--- config.mk ---
export PLATFORM = sky130hd
export DESIGN_NAME = plcm_div_stage
export DESIGN_NICKNAME = d
export VERILOG_FILES = /design/src/design/plcm_pkg.sv /design/src/design/plcm_div_stage.sv
export SDC_FILE = /design/constraint.sdc
export NUM_CORES = 1
export LEC_CHECK = 0
export BUFFER_PORTS_ARGS = -buffer_cell sky130_fd_sc_hd__buf_2
export CAP_MARGIN = 20
export CELL_PAD_IN_SITES_DETAIL_PLACEMENT = 1
export CELL_PAD_IN_SITES_GLOBAL_PLACEMENT = 2
export CORE_MARGIN = 3
export CORE_UTILIZATION = 27
export CTS_CLUSTER_SIZE = 30
export DETAILED_ROUTE_END_ITERATION = 7
export PLACE_DENSITY_LB_ADDON = 0.1
export SKIP_CTS_REPAIR_TIMING = 1
export SLEW_MARGIN = 10
export SYNTH_ARGS = -nofsm -noshare
export SYNTH_HDL_FRONTEND = slang
export SYNTH_SLANG_ARGS = --single-unit
--- constraint.sdc ---
create_clock -name clk_i -period 0.8 [get_ports clk_i]
set_input_delay 0.04 -clock clk_i [delete_from_list [all_inputs] [get_ports clk_i]]
set_output_delay 0.04 -clock clk_i [all_outputs]
set_load 0.02 [all_outputs]
--- src/design/plcm_pkg.sv ---
// Package for the piecewise linear curve map: sizes, region codes and the
// stage structs shared by the front, divide and top modules. Depends on nothing.
`default_nettype none
package plcm_pkg;

  localparam int MAX_POINTS = 16;
  localparam int FRAC_BITS  = 16;
  localparam int IDX_W      = $clog2(MAX_POINTS);
  localparam int DIV_STEPS  = 34;

  typedef enum logic [1:0] {
    REG_BELOW  = 2'd0,
    REG_INTERP = 2'd1,
    REG_ABOVE  = 2'd2,
    REG_NONE   = 2'd3
  } region_e;

  typedef struct packed {
    logic        valid;
    region_e     region;
    logic [31:0] q;
  } front_t;

  typedef struct packed {
    logic        valid;
    region_e     region;
    logic        neg;
    logic [33:0] a;
    logic [32:0] b;
    logic [32:0] d;
    logic [32:0] rem;
    logic [33:0] quo;
    logic [31:0] y0;
  } div_t;

endpackage
`default_nettype wire

--- src/design/plcm_div_stage.sv ---
// One step of the bit-serial scaled divide floor(a * b / d), registered.
// Depends on plcm_pkg.
`default_nettype none
module plcm_div_stage (
  input  wire logic           clk_i,
  input  wire logic           rst_ni,
  input  wire plcm_pkg::div_t stage_i,
  output plcm_pkg::div_t      stage_o
);

  logic [34:0] t, d1, d2;
  logic [1:0]  digit;
  logic [34:0] rem_w;
  plcm_pkg::div_t nxt;
  plcm_pkg::div_t stage_q;

  always_comb begin
    t  = {1'b0, stage_i.rem, 1'b0} + (stage_i.a[33] ? {2'b00, stage_i.b} : 35'd0);
    d1 = {2'b00, stage_i.d};
    d2 = {1'b0, stage_i.d, 1'b0};
    if (t >= d2) begin
      digit = 2'd2;
      rem_w = t - d2;
    end else if (t >= d1) begin
      digit = 2'd1;
      rem_w = t - d1;
    end else begin
      digit = 2'd0;
      rem_w = t;
    end
    nxt     = stage_i;
    nxt.a   = {stage_i.a[32:0], 1'b0};
    nxt.rem = rem_w[32:0];
    nxt.quo = {stage_i.quo[32:0], 1'b0} + {32'd0, digit};
  end

  always_ff @(posedge clk_i or negedge rst_ni) begin
    if (!rst_ni) begin
      stage_q <= '0;
    end else begin
      stage_q <= nxt;
    end
  end

  assign stage_o = stage_q;

endmodule
`default_nettype wire

==> run summary <==
Proportion of power drawn by combinational gates -> 51.8%
Tcrit/Tclk final -> 605%
Instance area after placement -> 17400 um2
Sequential area share after synthesis -> 44.0%
Antenna violations before repair -> 6
Nature of the critical path endpoint -> register
Routed wirelength normalized by instance count -> 20.4 um
Switching fraction of total power -> 36.4%
Fin. Hold Viols -> 14
DRC Markers -> 0
Cell at the root of the clock tree -> clkbuf_16
Cell taking the most area after synthesis -> dfrtp_1
FMAX -> 207 MHz
Number of fill cells -> 4575
Setup violations, final -> 269
NetSw -> 0.0176 W
Data arrival time of the critical path -> 5.29 ns
Total routed wirelength -> 55.4 mm
Syn. warnings -> 0
Via count -> 12755
Placement Setup Slack -> -4.78 ns
Most numerous cell in the Yosys netlist -> dfrtp_1
Routed via count divided by cell count -> 4.69
Capture endpoint of the worst hold path -> stage_o[33]
Worst slew margin -> 51.6%
Min Tclk post-route -> 4.84 ns
Min-Delay Startpoint -> stage_i[32]
Flip-flop count of the largest register after layout -> 202
Remaining global-route overflow -> 0
Clock buffers created by TritonCTS -> 24
Clock-pin slew reported for the worst setup and hold paths after clock tree synthesis -> 0.06 ns
Area of the core -> 41400 um2
Synthesized flop and latch total -> 202
Via count of the first global-routing pass -> 12658
DRT iter0 DRCs -> 470
Cell area after synthesis -> 11500 um2
Chip Height -> 212 um
Die area -> 45100 um2
Result of the run -> finished, violations left
Launching instance or port of the critical path -> stage_i[198]
Proportion of power drawn by flip-flops and latches -> 25.5%
DP Wirelength -> 39.2 mm
Worst Hold Path Cells -> 2
Critical path class -> input pin to register
Initial Util -> 27.8%
EDFF count, synth -> 0
Boundary pin count -> 408
Top fanout value on the critical path -> 6
Layout overhead on the synthesized area -> 95.1%
Unrepaired setup endpoints after global routing -> true
Most used DFF post-synth -> dfrtp_1
Final instance area -> 22400 um2
Pwr/cell area -> 2160 nW/um2
Final core occ -> 54.2%
Bufs on Longest Clock Path -> 3
Number of rows created at floorplan -> 74
NumNets Final -> 2472
Routed Antenna Nets -> 0
CP startpoint kind -> input pin
Tightest Pin Transition -> 0.718 ns
Max_cap viols -> 0
Critical-path top delay cell -> a2111oi_4
Number of iterations in the first detailed-routing pass -> 4
Fraction of registers with async set or reset after synthesis -> 100%
Worst setup margin -> -4.04 ns
Count of unique library cells instantiated by Yosys -> 68
Violated checks -> negative hold slack, negative setup slack
Global-route wire length before repair -> 69.4 mm
Horizontal die dimension -> 212 um
Tightest hold margin -> -0.192 ns
Layout cells sized above 1 -> 47.6%
Power share of the clock group -> 22.7%
Sum Neg Setup Slack -> -310.18 ns
Worst Path Required -> 1.25 ns
Top-area cell type share of the netlist area -> 44.0%
Synth area leaders -> dfrtp_1 44%, ha_1 11%, xnor2_1 5.9%
Sinks on Clock Net -> 202
Port-buffer cells -> 405
All-layer global routing usage -> 19.6%
Static Leakage -> 10.9 nW
Slowest cell delay on critical path -> 0.32 ns
Post-Syn Nets -> 1443
Maximum number of pins on one net before global-route repair -> 50
Final weighted congestion in routability-driven placement -> 0.830
Path category of the worst min-delay check -> input pin to register
Pins over their slew limit -> 0
CTS tree -> yes
Max IR drop VDD -> 1650 uV
Mapped Cells -> 1135
Internal power -> 0.0308 W
Mean area per synthesized cell -> 10.1 um2
Number of levels the H-tree was split into -> 1
Most instantiated cells after synthesis -> 202 x dfrtp_1, 104 x a21oi_1, 100 x ha_1, 78 x xnor2_1, 74 x nand2_1
==> layout by cell type (no fill, tap or decap), types with 28 or more instances in the layout <==
cell / count
clkbuf_16: 28
buf_2: 201
a21o_1: 32
inv_1: 59
a21oi_1: 89
dfrtp_1: 201
nor2_1: 55
o21ai_0: 32
xor2_1: 37
buf_4: 420
buf_6: 224
xnor2_1: 74
nand2_1: 66
dlygate4sd3_1: 168
ha_1: 84
and2_1: 30
==> stage by stage <==
step | total power, W | instances
after floorplan | 0.0224 | 1135
after global placement | 0.0319 | 2463
after detailed placement | 0.0322 | 2463
after CTS | 0.0433 | 2505
after global routing | 0.0512 | 2716
final | 0.0484 | 2717
==> final cells by class <==
| type | instances | area [um2] | share of cell area, % |
|---|---|---|---|
| antenna | 5 | 12.5 | 0.0558 |
| clock buffer | 33 | 696 | 3.10 |
| clock inverter | 9 | 82.6 | 0.368 |
| inverter | 62 | 235 | 1.05 |
| multi-input combinational | 845 | 6990 | 31.2 |
| sequential | 202 | 5060 | 22.6 |
| tap | 532 | 666 | 2.97 |
| timing repair buffer | 1029 | 8680 | 38.7 |
==> cells by family after synthesis <==
group | count (synthesis) | share of synthesized area (%)
AO/OA/AOI/OAI | 303 | 17.6
AND/OR/NAND/NOR | 295 | 12.6
flip-flops | 202 | 44.0
XOR/XNOR | 117 | 8.92
adder cells (fa/ha/maj) | 103 | 11.4
buffers and inverters | 88 | 3.16
multiplexers | 26 | 2.27
other | 1 | 0.0326
==> worst max-delay path, delay by kind of cell <==
kind                       cells  cell delay, ns
AOI/OAI and AO/OA             10            1.88
and+or+nand+nor               12            1.69
adders and majority gates      3            0.64
buffers and inverters          6            0.63
xor gates and xnor gates       2            0.38
==> power by group through the flow <==
stage	sequential (W)	clock [W]	combinational, W
after global routing	0.0125	0.0117	0.0270
final	0.0124	0.0110	0.0251
after floorplan	0.0138	0	0.00867
after detailed placement	0.0121	0	0.0201
after CTS	0.0119	0.0111	0.0202
after global placement	0.0121	0	0.0198
==> how the worst max path moves through the flow <==
stage / to / slack, ns / depth (start not counted)
final: stage_o[62] / -4.04 / 33
after global routing: stage_o[62] / -4.37 / 33
after CTS: stage_o[65] / -4.24 / 31
after detailed placement: stage_o[65] / -4.78 / 31
after global placement: stage_o[65] / -4.67 / 30
after floorplan: stage_o[65] / -4.57 / 31
==> metal layers <==
layer / GRT usage (%) / share of wire, % / up-vias
li1: - / - / 6105
met2: 37.3 / 54 / 296
met4: 4.43 / 2.6 / 0
met5: 0 / 0 / -
met1: 23.0 / 39 / 6278
met3: 3.07 / 4.5 / 76
Note: power is estimated with default switching activity, not from simulation.
