==> src/design/plcm_pkg.sv <==
// Package for the piecewise linear curve map: sizes, region codes and the
// stage structs shared by the front, divide and top modules. Depends on nothing.
`default_nettype none
package plcm_pkg;

  localparam int MAX_POINTS = 16;
  localparam int FRAC_BITS  = 16;
  localparam int IDX_W      = $clog2(MAX_POINTS);
  localparam int DIV_STEPS  = 34;

  typedef enum logic [1:0] {
    REG_BELOW  = 2'd0,
    REG_INTERP = 2'd1,
    REG_ABOVE  = 2'd2,
    REG_NONE   = 2'd3
  } region_e;

  typedef struct packed {
    logic        valid;
    region_e     region;
    logic [31:0] q;
  } front_t;

  typedef struct packed {
    logic        valid;
    region_e     region;
    logic        neg;
    logic [33:0] a;
    logic [32:0] b;
    logic [32:0] d;
    logic [32:0] rem;
    logic [33:0] quo;
    logic [31:0] y0;
  } div_t;

endpackage
`default_nettype wire

==> src/design/plcm_ram.sv <==
// Generic RAM: one write port, two registered read ports.
// Depends on nothing.
`default_nettype none
module plcm_ram #(
  parameter int WIDTH = 32,
  parameter int DEPTH = 16
) (
  input  wire logic                     clk_i,
  input  wire logic                     we_i,
  input  wire logic [$clog2(DEPTH)-1:0] waddr_i,
  input  wire logic [WIDTH-1:0]         wdata_i,
  input  wire logic [$clog2(DEPTH)-1:0] raddr_a_i,
  input  wire logic [$clog2(DEPTH)-1:0] raddr_b_i,
  output logic      [WIDTH-1:0]         rdata_a_o,
  output logic      [WIDTH-1:0]         rdata_b_o
);

  logic [WIDTH-1:0] mem_q [DEPTH];

  always_ff @(posedge clk_i) begin
    if (we_i) begin
      mem_q[waddr_i] <= wdata_i;
    end
    rdata_a_o <= mem_q[raddr_a_i];
    rdata_b_o <= mem_q[raddr_b_i];
  end

endmodule
`default_nettype wire

==> src/design/plcm_front.sv <==
// Front stage: breakpoint storage, segment search and breakpoint fetch.
// Depends on plcm_pkg and plcm_ram.
`default_nettype none
module plcm_front (
  input  wire logic                     clk_i,
  input  wire logic                     rst_ni,
  input  wire logic                     req_i,
  input  wire logic                     kind_i,
  input  wire logic [3:0]               point_index_i,
  input  wire logic [31:0]              point_x_i,
  input  wire logic [31:0]              point_y_i,
  input  wire logic [31:0]              query_x_i,
  input  wire logic [4:0]               point_count_i,
  output plcm_pkg::front_t              front_o,
  output logic      [31:0]              x0_o,
  output logic      [31:0]              x1_o,
  output logic      [31:0]              y0_o,
  output logic      [31:0]              y1_o
);

  logic [31:0] xtab_q [plcm_pkg::MAX_POINTS];
  logic [plcm_pkg::MAX_POINTS-1:0] ge;
  logic [4:0] n_used;
  logic [plcm_pkg::IDX_W-1:0] last_idx, seg_idx, seg_nxt, ya_addr, wslot;
  logic seg_found;
  logic load_we;
  plcm_pkg::region_e region_d;
  plcm_pkg::front_t front_q;

  assign load_we = req_i && !kind_i;
  assign wslot   = point_index_i[plcm_pkg::IDX_W-1:0];

  always_ff @(posedge clk_i) begin
    if (load_we) begin
      xtab_q[wslot] <= point_x_i;
    end
  end

  always_comb begin
    if (point_count_i == 5'd0) begin
      n_used = 5'd1;
    end else if (point_count_i > 5'(plcm_pkg::MAX_POINTS)) begin
      n_used = 5'(plcm_pkg::MAX_POINTS);
    end else begin
      n_used = point_count_i;
    end
    last_idx = plcm_pkg::IDX_W'(n_used - 5'd1);
  end

  always_comb begin
    for (int i = 0; i < plcm_pkg::MAX_POINTS; i++) begin
      ge[i] = $signed(query_x_i) >= $signed(xtab_q[i]);
    end
    seg_found = 1'b0;
    seg_idx   = '0;
    for (int i = plcm_pkg::MAX_POINTS - 2; i >= 0; i--) begin
      if ((5'(i) + 5'd1 < n_used) && ge[i] && !ge[i+1]) begin
        seg_found = 1'b1;
        seg_idx   = plcm_pkg::IDX_W'(i);
      end
    end
    seg_nxt = seg_idx + plcm_pkg::IDX_W'(1);
    if (!ge[0]) begin
      region_d = plcm_pkg::REG_BELOW;
      ya_addr  = '0;
    end else if (seg_found) begin
      region_d = plcm_pkg::REG_INTERP;
      ya_addr  = seg_idx;
    end else if (ge[last_idx]) begin
      region_d = plcm_pkg::REG_ABOVE;
      ya_addr  = last_idx;
    end else begin
      region_d = plcm_pkg::REG_NONE;
      ya_addr  = '0;
    end
  end

  plcm_ram #(.WIDTH(32), .DEPTH(plcm_pkg::MAX_POINTS)) u_xram (
    .clk_i     (clk_i),
    .we_i      (load_we),
    .waddr_i   (wslot),
    .wdata_i   (point_x_i),
    .raddr_a_i (seg_idx),
    .raddr_b_i (seg_nxt),
    .rdata_a_o (x0_o),
    .rdata_b_o (x1_o)
  );

  plcm_ram #(.WIDTH(32), .DEPTH(plcm_pkg::MAX_POINTS)) u_yram (
    .clk_i     (clk_i),
    .we_i      (load_we),
    .waddr_i   (wslot),
    .wdata_i   (point_y_i),
    .raddr_a_i (ya_addr),
    .raddr_b_i (seg_nxt),
    .rdata_a_o (y0_o),
    .rdata_b_o (y1_o)
  );

  always_ff @(posedge clk_i or negedge rst_ni) begin
    if (!rst_ni) begin
      front_q <= '0;
    end else begin
      front_q.valid  <= req_i && kind_i;
      front_q.region <= region_d;
      front_q.q      <= query_x_i;
    end
  end

  assign front_o = front_q;

endmodule
`default_nettype wire

==> config.mk <==
export PLATFORM = sky130hd
export DESIGN_NAME = plcm_front
export DESIGN_NICKNAME = d
export VERILOG_FILES = /design/src/design/plcm_pkg.sv /design/src/design/plcm_ram.sv /design/src/design/plcm_front.sv
export SDC_FILE = /design/constraint.sdc
export NUM_CORES = 2
export LEC_CHECK = 0
export ABC_AREA = 1
export CAP_MARGIN = 20
export CORE_UTILIZATION = 40
export CTS_BUF_LIST = sky130_fd_sc_hd__clkbuf_4 sky130_fd_sc_hd__clkbuf_8
export DETAILED_ROUTE_END_ITERATION = 6
export DONT_BUFFER_PORTS = 1
export PLACE_DENSITY = 0.64
export SETUP_SLACK_MARGIN = 0.05
export SLEW_MARGIN = 10
export SYNTH_ARGS = -nofsm -noshare
export SYNTH_HDL_FRONTEND = slang
export SYNTH_SLANG_ARGS = --single-unit
==> constraint.sdc <==
create_clock -name clk_i -period 10.09 [get_ports clk_i]
set_input_delay 1.5135 -clock clk_i [delete_from_list [all_inputs] [get_ports clk_i]]
set_output_delay 1.5135 -clock clk_i [all_outputs]
set_load 0.05 [all_outputs]
==> impl_results.html <==
<table>
<tr><th>Metric</th><th>Value</th></tr>
<tr><th colspan="2">Clock tree</th></tr>
<tr><td>Clock tree buffer depth</td><td>3</td></tr>
<tr><td>Clock-pin transition on the worst setup and hold timing paths</td><td>0.06 ns</td></tr>
<tr><td>Cts hold-fix bufs</td><td>0</td></tr>
<tr><td>Number of setup buffers added after CTS</td><td>0</td></tr>
<tr><td>Root Buffer</td><td>clkbuf_8</td></tr>
<tr><td>Total clock buffers created by CTS</td><td>203</td></tr>
<tr><td>Clock tree from TritonCTS</td><td>yes</td></tr>
<tr><td>H-tree depth</td><td>4</td></tr>
<tr><td>Clock latency reported for the late side of the worst-skew pair</td><td>0.98 ns</td></tr>
<tr><td>Count of instances resized after the clock tree is built</td><td>0</td></tr>
<tr><td>Clock Sinks</td><td>1187</td></tr>
<tr><th colspan="2">Worst setup path</th></tr>
<tr><td>Critical path startpoint category</td><td>input pin</td></tr>
<tr><td>Launch point of the critical path</td><td>query_x_i[31]</td></tr>
<tr><td>Signal arrival time at the worst endpoint</td><td>7.81 ns</td></tr>
<tr><td>Count of cells along the worst register-to-register path</td><td>27</td></tr>
<tr><td>Flop2flop setup slack</td><td>3.20 ns</td></tr>
<tr><td>R2R Path Start</td><td>xtab_q[11][31]</td></tr>
<tr><td>Endpoint of the lowest-slack register-to-register path</td><td>u_xram.rdata_b_o[20]</td></tr>
<tr><td>Required time at the endpoint of the critical path</td><td>10.92 ns</td></tr>
<tr><td>Element type at the critical path end</td><td>flop</td></tr>
<tr><td>CP Class</td><td>in -&gt; reg</td></tr>
<tr><td>Worst-path maximum fanout</td><td>115</td></tr>
<tr><th colspan="2">Routing</th></tr>
<tr><td>DR iter-0 viols</td><td>6970</td></tr>
<tr><td>Post-detailed-route count of antenna-violating nets</td><td>0</td></tr>
<tr><td>Total wirelength of the detailed-routed design</td><td>239 mm</td></tr>
<tr><td>Drt via density</td><td>5.76</td></tr>
<tr><td>Mean routed wirelength per cell</td><td>23.8 um</td></tr>
<tr><td>Via Count</td><td>57900</td></tr>
<tr><td>Number of iterations in the first detailed-routing pass</td><td>7</td></tr>
<tr><td># DRC</td><td>2</td></tr>
<tr><th colspan="2">GRT</th></tr>
<tr><td>GRT Util Overall</td><td>26.6%</td></tr>
<tr><td>First-pass GRT wire length</td><td>346 mm</td></tr>
<tr><td>Remaining global-route overflow</td><td>0</td></tr>
<tr><td>Initial antenna violation count</td><td>7</td></tr>
<tr><td>Via count of the first global-routing pass</td><td>54000</td></tr>
<tr><td>Pin count of the biggest net entering global routing</td><td>289</td></tr>
<tr><th colspan="2">Pwr</th></tr>
<tr><td>Switching fraction of total power</td><td>40.1%</td></tr>
<tr><td>Int Pwr</td><td>9.45 mW</td></tr>
<tr><td>Portion of total power attributed to the clock network</td><td>29.7%</td></tr>
<tr><td>Part of the total power dissipated in combinational logic</td><td>27.0%</td></tr>
<tr><td>Highest ir drop seen on vdd</td><td>196 uV</td></tr>
<tr><td>Switching Power</td><td>6.31 mW</td></tr>
<tr><td>Power density normalized to cell area</td><td>209 nW/um^2</td></tr>
<tr><td>Register share of total power</td><td>43.3%</td></tr>
<tr><td>Pleak</td><td>31.8 nW</td></tr>
<tr><th colspan="2">Floorplan</th></tr>
<tr><td>Total Die Area</td><td>174000 sq um</td></tr>
<tr><td>Initial cell density of the core</td><td>40.3%</td></tr>
<tr><td>CORE AREA</td><td>172000 sq um</td></tr>
<tr><td>Cell Rows</td><td>152</td></tr>
<tr><td>Floorplan die width</td><td>418 um</td></tr>
<tr><td>Die Y</td><td>418 um</td></tr>
<tr><td>Count of pins on the block boundary</td><td>272</td></tr>
<tr><th colspan="2">Synthesis</th></tr>
<tr><td>Synth Area in Adders</td><td>9.31%</td></tr>
<tr><td>Multiplexer share of the synthesized area</td><td>0%</td></tr>
<tr><td>Flops &amp; latches, synth</td><td>1187</td></tr>
<tr><td>Sequential share of the synthesized area</td><td>49.5%</td></tr>
<tr><td>Syn_nets</td><td>8340</td></tr>
<tr><td>Average cell area after synthesis</td><td>8.95 sq um</td></tr>
<tr><td>Top cells by area, synth</td><td>edfxtp_1 (45%), nand3_1 (9.5%), ha_1 (9.3%)</td></tr>
<tr><td>Synthesized-area fraction occupied by xor and xnor cells</td><td>0.0254%</td></tr>
<tr><td>Main combinational cell family by area after synthesis</td><td>simple AND/OR/NAND/NOR gates</td></tr>
<tr><td>Post-synth EDFFs</td><td>1024</td></tr>
<tr><td>Post-synth top area cell</td><td>edfxtp_1</td></tr>
<tr><td>Complex-gate fraction of the synthesized area</td><td>12.2%</td></tr>
<tr><td>Top cell type's share of synthesized area</td><td>44.5%</td></tr>
<tr><td>Post-Synthesis Cell Area</td><td>69100 sq um</td></tr>
<tr><td>Number of distinct standard cells referenced by the synthesized netlist</td><td>43</td></tr>
<tr><td>Mapped Cells</td><td>7717</td></tr>
<tr><td>Area share of and/or/nand/nor cells after synthesis</td><td>20.1%</td></tr>
<tr><td>Number of warnings issued by yosys</td><td>0</td></tr>
<tr><td>Prevailing post-synth register cell</td><td>edfxtp_1</td></tr>
<tr><td>Share of flip-flops with an asynchronous set or reset after synthesis</td><td>2.95%</td></tr>
<tr><th colspan="2">Timing</th></tr>
<tr><td>Count of endpoints failing hold in the final timing report</td><td>0</td></tr>
<tr><td>Worst-case clock skew</td><td>0.0497 ns</td></tr>
<tr><td>Worst rel slew slack</td><td>2.96%</td></tr>
<tr><td>Post-Route Setup TNS</td><td>0 ns</td></tr>
<tr><td>Final critical-path share of the clock period</td><td>69.2%</td></tr>
<tr><td>Final setup fails</td><td>0</td></tr>
<tr><td>Transition at the pin with the smallest max-transition slack</td><td>1.46 ns</td></tr>
<tr><td>Unrepaired setup endpoints after global routing</td><td>false</td></tr>
<tr><td>Final critical-path required period</td><td>6.99 ns</td></tr>
<tr><td>Max-slew violation total from the final report</td><td>0</td></tr>
<tr><td>Max Clock Freq</td><td>143 MHz</td></tr>
<tr><th colspan="2">Place</th></tr>
<tr><td>Final weighted congestion in routability-driven placement</td><td>0.957</td></tr>
<tr><td>Cell Area, Placed</td><td>71000 sq um</td></tr>
<tr><td>Detailed placement HPWL</td><td>149 mm</td></tr>
<tr><td>Placed Cells</td><td>9655</td></tr>
<tr><td>Count of input and output buffers</td><td>0</td></tr>
<tr><th colspan="2">Finish</th></tr>
<tr><td>Layout-stage area growth over the synthesis result</td><td>9.09%</td></tr>
<tr><td>Core utilization of the finished layout</td><td>43.9%</td></tr>
<tr><td>Non-filler cells in the finished layout</td><td>10000</td></tr>
<tr><td>Final design instance area without fill</td><td>75400 sq um</td></tr>
<tr><td>Fraction of layout cells with a size suffix above 1</td><td>6.44%</td></tr>
<tr><td># nets final</td><td>8174</td></tr>
<tr><th colspan="2">Run status</th></tr>
<tr><td>Violated checks</td><td>design-rule violations</td></tr>
<tr><td>Status</td><td>finished with violations</td></tr>
<tr><th colspan="2">Hold path</th></tr>
<tr><td>Hold Crit Class</td><td>in -&gt; async</td></tr>
<tr><th colspan="2">Run</th></tr>
<tr><td>Max Cap Viol</td><td>0</td></tr>
</table>
[registers in the layout, indices dropped and copies added, names as in the netlist]
register	flops
u_yram.rdata_b_o	32
u_yram.rdata_a_o	32
front_o	35
u_xram.rdata_b_o	32
xtab_q	480
u_xram.rdata_a_o	32
u_xram.mem_q	32
u_yram.mem_q	512
[metrics by stage]
step                      setup WS, ns  hold slack, ns  power [mW]
after detailed placement          2.44           0.623        11.1
after CTS                         3.47           0.151        15.7
after global placement            2.49           0.613        11.0
after floorplan                   4.82           0.586        9.74
final                             3.10           0.234        15.8
after global routing              2.86           0.171        16.4
[synthesized netlist by cell type, types with 4 or more instances]
cell type	number
nand2_1	1370
nand3_1	1314
inv_1	1067
edfxtp_1	1024
o211ai_1	516
ha_1	514
a21oi_1	501
o21ai_0	313
nor2_1	235
buf_2	222
clkbuf_1	181
dfxtp_1	128
nand3b_1	69
nand4_1	47
dfrtp_1	35
o21a_1	32
buf_1	25
nor3_1	19
buf_4	15
o21bai_1	15
buf_6	11
a21o_1	8
nor4_1	8
nor4_2	8
and2_1	4
inv_2	4
nand3_2	4
[power by group through the flow]
| stage | sequential, mW | clock (mW) | combinational [mW] |
|---|---|---|---|
| after floorplan | 6.75 | 0 | 2.99 |
| final | 6.83 | 4.68 | 4.26 |
| after detailed placement | 6.94 | 0 | 4.16 |
| after CTS | 6.85 | 4.73 | 4.17 |
| after global routing | 6.85 | 4.94 | 4.64 |
| after global placement | 6.95 | 0 | 4.09 |
[worst max-delay path by stage]
stage | depth (start not counted) | end | slack, ns
6_report | 26 | u_xram.rdata_b_o[20] | 3.10
3_5_place_dp | 21 | u_xram.rdata_b_o[21] | 2.44
2_1_floorplan | 35 | u_yram.rdata_b_o[23] | 4.82
5_1_grt | 21 | u_xram.rdata_b_o[19] | 2.86
3_3_place_gp | 23 | u_yram.rdata_a_o[20] | 2.49
4_1_cts | 21 | u_xram.rdata_b_o[20] | 3.47
[layer usage]
metal / track usage, % / up-vias / routed length [um]
met1: 34.7 / 27700 / 94700
met5: 0 / - / 0
li1: - / 26600 / -
met3: 5.14 / 497 / 23800
met4: 12.4 / 0 / 11000
met2: 42.4 / 3101 / 109000
[cell usage in the layout, fill, tap and decap left out, types with 3 or more instances in the layout]
cell | Yosys | routed
nor2_4 | 1 | 18
inv_8 | 0 | 6
inv_6 | 0 | 4
inv_2 | 4 | 5
clkbuf_4 | 0 | 59
clkbuf_8 | 0 | 239
clkinv_1 | 2 | 30
o21ai_0 | 313 | 313
nand3_2 | 4 | 3
nand2_1 | 1370 | 1368
and2_1 | 4 | 4
nor2_1 | 235 | 219
bufinv_16 | 0 | 6
dfxtp_1 | 128 | 128
buf_4 | 15 | 63
dfrtp_1 | 35 | 35
nor4_2 | 8 | 8
a21o_1 | 8 | 8
edfxtp_1 | 1024 | 1024
nand3_1 | 1314 | 1314
inv_1 | 1067 | 1062
o211ai_1 | 516 | 516
buf_12 | 0 | 19
nand2_4 | 3 | 3
diode_2 | 0 | 8
clkinv_2 | 0 | 39
nand2_8 | 0 | 3
o21bai_1 | 15 | 15
nor4_1 | 8 | 8
nand4_1 | 47 | 47
nand3b_1 | 69 | 69
nor3_1 | 19 | 19
a21oi_1 | 501 | 501
ha_1 | 514 | 514
o21a_1 | 32 | 32
[logic make-up (layout without fill, tap and decap cells)]
family | Yosys count | after routing
DFF | 1187 | 1187
adders and majority gates | 514 | 514
AOI/OAI and AO/OA | 1395 | 1395
buffers and inverters | 1527 | 1540
xor gates and xnor gates | 2 | 2
and+or+nand+nor | 3092 | 3092
other | 0 | 8
[critical path, stage by stage]
cell and delay, ns:
ha_1 0.38, nand2_1 0.10, nor2_1 0.42, nand2_1 0.23, nor4_2 0.68, nand2_1 0.20, nand3_1 0.16, nand2_1 0.06
nor2_1 0.19, nand3_1 0.17, nand2_1 0.11, nand3_1 0.08, nand2_1 0.07, nand2_1 0.05, nand2_1 0.06, nand2_1 0.12
nand2_8 0.50, inv_1 0.37, ha_1 0.51, inv_8 0.57, buf_12 0.39, a21oi_1 0.07, o21ai_0 0.12, nand3_1 0.14
nand3_1 0.23, nand2_1 0.08
[area by class of cell]
type                    count  area (sq um)
flip-flops and latches   1187         34200
clock buffers             298          3730
inverters                1073          4050
multi-input cells        5003         29000
diodes                      8          20.0
repair buffers             83           881
fillers                 16300         96200
clock inverters            86           631
well taps                2310          2890
No activity file was read; power rests on OpenSTA's default activity.
